===== src/sv/etc_ram.sv =====
// etc_ram: generic single-port-write, single-port-read ram with registered read
// no dependencies
`timescale 1ns / 1ps
`default_nettype none
module etc_ram #(
  parameter int unsigned Width = 64,
  parameter int unsigned Depth = 17
) (
  input  wire logic                     clk_i,
  input  wire logic                     we_i,
  input  wire logic [$clog2(Depth)-1:0] waddr_i,
  input  wire logic [Width-1:0]         wdata_i,
  input  wire logic [$clog2(Depth)-1:0] raddr_i,
  output logic      [Width-1:0]         rdata_o
);
  logic [Width-1:0] mem_q [Depth];
  always_ff @(posedge clk_i) begin
    if (we_i) mem_q[waddr_i] <= wdata_i;
    rdata_o <= mem_q[raddr_i];
  end
endmodule
`default_nettype wire


===== config.mk =====
export PLATFORM = sky130hd
export DESIGN_NAME = etc_ram
export DESIGN_NICKNAME = d
export VERILOG_FILES = /design/src/sv/etc_ram.sv
export SDC_FILE = /design/constraint.sdc
export NUM_CORES = 1
export LEC_CHECK = 0
export BUFFER_PORTS_ARGS = -buffer_cell sky130_fd_sc_hd__buf_4
export CORE_ASPECT_RATIO = 1.25
export CORE_MARGIN = 3
export CORE_UTILIZATION = 57
export DETAILED_ROUTE_END_ITERATION = 8
export PLACE_DENSITY = 0.74
export SLEW_MARGIN = 15
export SYNTH_ARGS = -nofsm -noshare
export SYNTH_HDL_FRONTEND = slang
export SYNTH_SLANG_ARGS = --single-unit

===== constraint.sdc =====
create_clock -name clk_i -period 8.9 [get_ports clk_i]
set_clock_uncertainty 0.15 [all_clocks]
set_input_delay 0.445 -clock clk_i [delete_from_list [all_inputs] [get_ports clk_i]]
set_output_delay 0.445 -clock clk_i [all_outputs]
set_load 0.01 [all_outputs]

### After elaboration in Yosys (flattened, before gate mapping)

Memories as Yosys holds them, arrays and structs flattened. A register that Yosys moved wholly into a read port is not among the register bits.
Cells that the tools add are included.

| word-level totals | value |
|---|---|
| memories | 1 |
| RAM bits | 1088 |
| input bits | 76 |
| word-level logic and storage cells | 3 |
| output and inout bits | 64 |
| flip-flop bits (word level) | 0 |

Memory list:

| memory | words | width | rd ports | clocked after Yosys merged registers in | wr ports | RTL line | text |
|---|---|---|---|---|---|---|---|
| mem_q | 17 | 64 | 1 | 1 | 1 | 16 | `logic [Width-1:0] mem_q [Depth];` |

| cells by class | value |
|---|---|
| mux-type cells | 2 |

Operator list:

| kind | number |
|---|---|
| $mux W1 | 2 |

### Longest topological paths before layout

| depth | value |
|---|---|
| depth in word-level cells | 2 |
| mapped depth | 7 |
| mapped depth without buffers | 3 |

### Least setup slack after synthesis

Ideal clock, no wire load.

| timing | value |
|---|---|
| kind | input -> register |
| start | input we_i |
| end | memory mem_q[8][0], enable pin |
| setup time | 0.578 ns |
| arrival | 5.559 ns |
| path slack | 2.613 ns |
| stages | 3 |
| data required time | 8.172 ns |
| buffers on the path | 0 |
| cell sequence | nor2b_1 nand2_1 nor3b_1 |

| between the ends | value |
|---|---|
| longest elaborated chain between the ends | 2 |

Ends and longest elaborated chain:

| what | RTL line | text |
|---|---|---|
| start, declared | 10 | `input wire logic we_i,` |
| $mux W1 | 18 | `if (we_i) mem_q[waddr_i] <= wdata_i;` |
| $mux W1 (implied by the code) | 18 |  |
| end, declared | 16 |  |

No other way between the ends.

### Worst setup path in the final report

| timing | value |
|---|---|
| start | input waddr_i[4] |
| end | memory mem_q[7][55], enable pin |

RTL lines:

| what | RTL line | text |
|---|---|---|
| start, declared | 11 | `input wire logic [$clog2(Depth)-1:0] waddr_i,` |

No word-level cell before the write port.

==> flow_results.org <==
** Global route
- Maximum number of pins on one net before global-route repair :: between 100 and 150
- GR Overflow Total :: 0
- The number of antenna violations at the first check in global routing came to 6.
- Global-route usage over all layers :: 0.241
- The number of global-route vias before repair came to about 21k.
- The first global-routing pass estimated 138000 um of wire.

** Timing
- Setup repair after global routing left no endpoint under its margin.
- Final cycle utilization of the critical path :: 0.367
- Number of hold violations in the final report :: 0
- Worst Tran Pin Value :: 1.23 ns
- In the final timing run, aggregate negative setup slack is 0 ns.
- Final setup violation count :: 0
- The count of pins over their slew limit was 0.
- The worst path in the final design needs a cycle of ~3.3 ns, including I/O delays and setup.
- Max-slew headroom :: 0.183
- Max frequency :: 306 MHz

** Synth
- The netlist uses 27 different library cells.
- In the synthesized netlist, the cells that appear most often are 1088 x sky130_fd_sc_hd__edfxtp_1, 236 x sky130_fd_sc_hd__mux4_2, 79 x sky130_fd_sc_hd__nor2_1.
- EDFF count, synth :: 1088
- In the post-synthesis netlist, the cell with the most instances is sky130_fd_sc_hd__edfxtp_1.
- The number of nets handed over by synthesis was 1873.
- Of the total synthesized cell area, the portion taken by full adders, half adders and majority gates is 0.
- Register bit count reported by yosys :: 1152
- Number of instances in the synthesized netlist :: between 1.5k and 2k
- Portion of synthesized cell area occupied by the leading cell type :: 0.759
- Primary FF master, synth :: sky130_fd_sc_hd__edfxtp_1
- Synthesis warning total :: 0
- Measured against the total synthesized area, the mux share comes to 0.151.
- By area the synthesized netlist is led by sky130_fd_sc_hd__edfxtp_1 76%, sky130_fd_sc_hd__mux4_2 12%, sky130_fd_sc_hd__dfxtp_1 3.0%.
- Dividing the synthesized area by the synthesized cell count gives 24.0 sq um.
- Of the total synthesized cell area, the portion taken by AND, OR, NAND and NOR gates is 0.00924.
- By area, the combinational part of the netlist is dominated by multiplexers.
- Synth async-reset ratio :: 0
- Part of the Yosys area used for sequential elements :: 0.789
- Cell area after technology mapping :: 43000 sq um
- Post-synthesis compound-gate area fraction :: 0.0312
- The synthesized design spends more area on one cell type than any other, namely sky130_fd_sc_hd__edfxtp_1.
- XOR/XNOR Fraction of Synth Area :: 0

** Floorplanning
- The core region is 74700 sq um.
- The floorplan step set the die height to approximately 310 um.
- Die Width :: 252 um
- For this configuration, the core starts out at a cell density of 0.576.
- Die area :: around 80000 sq um
- Std cell rows :: 112
- For this design the top-level I/O count stands at 140.

** Routing
- In the routed layout, each cell is associated on average with a via count of 6.39.
- DR iter-0 viols :: 1995
- Summing over every cut layer, the via total after detailed routing is 19.8k.
- WL per Instance :: between 30 and 40 um
- First-pass detailed-route iteration total :: 5
- Number of design rule violations left after detail routing :: 0
- In this run the remaining antenna-violating nets after routing total 0.
- Summed over all layers, the routed wires come to 93300 um.

** Power and ir drop
- For this design the ratio of total power to cell area is ~220 nW/um^2.
- Static Leak :: 15.7 nW
- Maximum vdd drop :: 0.170 mV

** Setup path
- Most prevalent standard cell on the critical path :: sky130_fd_sc_hd__buf_4
- Along the worst path, the maximum fanout reaches 48.
- Traced cell by cell, the critical path runs through buf_4, nor2b_1, nand3b_1, nor2_4, buf_4.
- STA classifies the critical path endpoint as a register.
- For the worst setup path, the data arrival time is approximately 3.4 ns.
- Reg2reg path depth :: 3
- Type of the setup path with the least slack :: input port to register
- The largest single stage delay on the critical path is around 0.95 ns.
- CP required :: roughly 9 ns
- Slowest-stage cell, CP :: sky130_fd_sc_hd__buf_4
- STA classifies the critical path startpoint as an input port.

** Final layout
- Counting the fill cells in the layout gives 4639.
- In the final layout, the share of cells above drive strength 1 is 0.303.
- Area of all placed cells without fillers :: slightly below 50000 sq um
- The area growth from synthesis to layout is 13.3%.
- Once layout is complete, the utilization of the core stands at 0.653.
- The final layout contains 2112 nets.

** Clock tree
- Clock network latency to the later pin of the worst-skew pair :: ~0.66 ns
- After clock tree synthesis, the clock-pin slew on the worst setup and hold paths is roughly 0.060 ns.
- In this run the deepest clock path goes through 3 buffers.
- TritonCTS built the clock tree.
- H-tree depth :: 3
- Post-CTS repair timing setup buffer count :: 0
- The root buffer cell chosen for the clock tree is sky130_fd_sc_hd__clkbuf_16.
- Clock tree synthesis found a total of approximately 1.2k sinks.
- Number of CTS-inserted buffers :: 101

** Placement
- Area of placed instances :: about 45000 sq um
- Detailed placement finished with a half-perimeter wire length of 45500 um.
- Gp weighted congestion :: around 0.70
- Port buffering added 139 buffers.

** Worst hold path
- Counting instances, the worst hold path has a depth of 3.
- The min-delay analysis places its worst path in the category input port to register.

** Job
- # Max-Cap Violations :: 0

** Outcome
- Outcome :: completed
==> flip-flops by register name, indices dropped and copies added (netlist names) <==
name / cells
rdata_o: 64
mem_q: 1088
==> what timing repair did <==
action	4_1_cts	5_1_grt
gates resized for setup	0	0
hold endpoints to repair	1088	0
hold buffers	64	0
==> stage by stage <==
| step | setup WS [ns] | hold WS (ns) | total power [mW] | instances |
|---|---|---|---|---|
| after global placement | 5.07 | 0.383 | 6.67 | 2838 |
| after detailed placement | 5.02 | 0.394 | 6.69 | 2838 |
| after floorplan | 2.61 | 0.369 | 6.48 | 1797 |
| final | 5.63 | 0.148 | 10.9 | 3095 |
| after CTS | 5.71 | 0.112 | 11.0 | 3092 |
| after global routing | 5.44 | 0.139 | 11.2 | 3094 |
==> cells by family (layout without fill, tap and decap cells) <==
family,after synthesis,count (layout)
compound gates,128,128
buf+inv,101,427
flops,1152,1152
mux,320,320
other cells,0,3
simple gates,96,96
==> layout by cell type, fill, tap and decap left out <==
| cell type | n |
|---|---|
| sky130_fd_sc_hd__clkinv_2 | 22 |
| sky130_fd_sc_hd__edfxtp_1 | 1088 |
| sky130_fd_sc_hd__o22ai_1 | 64 |
| sky130_fd_sc_hd__or2_4 | 1 |
| sky130_fd_sc_hd__nand2b_1 | 2 |
| sky130_fd_sc_hd__nor3b_2 | 2 |
| sky130_fd_sc_hd__nor3_2 | 1 |
| sky130_fd_sc_hd__clkinv_8 | 1 |
| sky130_fd_sc_hd__nor2b_1 | 1 |
| sky130_fd_sc_hd__nor2_1 | 66 |
| sky130_fd_sc_hd__dfxtp_1 | 64 |
| sky130_fd_sc_hd__mux2i_1 | 64 |
| sky130_fd_sc_hd__nand2b_4 | 1 |
| sky130_fd_sc_hd__clkbuf_16 | 102 |
| sky130_fd_sc_hd__nor2b_4 | 1 |
| sky130_fd_sc_hd__buf_8 | 2 |
| sky130_fd_sc_hd__a221oi_1 | 3 |
| sky130_fd_sc_hd__clkbuf_8 | 10 |
| sky130_fd_sc_hd__clkinvlp_4 | 4 |
| sky130_fd_sc_hd__nor2_4 | 13 |
| sky130_fd_sc_hd__bufinv_16 | 8 |
| sky130_fd_sc_hd__nand3_1 | 1 |
| sky130_fd_sc_hd__dlygate4sd3_1 | 64 |
| sky130_fd_sc_hd__diode_2 | 3 |
| sky130_fd_sc_hd__mux4_2 | 236 |
| sky130_fd_sc_hd__a221oi_2 | 61 |
| sky130_fd_sc_hd__inv_6 | 5 |
| sky130_fd_sc_hd__buf_6 | 1 |
| sky130_fd_sc_hd__clkinv_4 | 2 |
| sky130_fd_sc_hd__nand3b_1 | 2 |
| sky130_fd_sc_hd__buf_12 | 1 |
| sky130_fd_sc_hd__buf_4 | 168 |
| sky130_fd_sc_hd__nand2_1 | 4 |
| sky130_fd_sc_hd__clkbuf_1 | 23 |
| sky130_fd_sc_hd__clkinv_1 | 14 |
| sky130_fd_sc_hd__and4_4 | 1 |
| sky130_fd_sc_hd__mux4_1 | 20 |
==> layout make-up <==
class	count	area [sq um]	share of cell area
diodes	3	7.51	0.000154
well taps	969	1210	0.0249
clock inverters	55	502	0.0103
inverters	1	8.76	0.000180
clock buffers	135	2780	0.0569
repair buffers	236	1960	0.0402
flip-flops and latches	1152	34000	0.696
multi-input cells	544	8350	0.171
==> per-layer routing <==
layer / vias to the layer above / GRT usage / part of all wire
met2: 944 / 0.398 / 0.51
li1: 8178 / - / -
met5: - / 0 / 0.00044
met4: 6 / 0.0825 / 0.028
met1: 10470 / 0.330 / 0.38
met3: 173 / 0.0449 / 0.081
==> report_power, final <==
group,internal (mW),switching (mW)
Sequential,6.01,0.0348
Clock,2.43,1.87
Combinational,0.243,0.311
==> worst paths after layout <==
kind | start | to | slack (ns)
setup / recovery | waddr_i[4] | mem_q[7][55]$_DFFE_PP_ | 5.63
hold / removal | waddr_i[2] | mem_q[12][37]$_DFFE_PP_ | 0.15
setup reg to reg | mem_q[3][53]$_DFFE_PP_ | rdata_o[53]$_DFF_P_ | 7.28
hold reg to reg | mem_q[16][23]$_DFFE_PP_ | rdata_o[23]$_DFF_P_ | 0.40
==> worst max-delay path, delay by kind of cell <==
| family | cells | cell delay, ns |
|---|---|---|
| buffers and inverters | 2 | 1.07 |
| AND/OR/NAND/NOR | 3 | 1.79 |
Power figures use the tool's default switching activity.
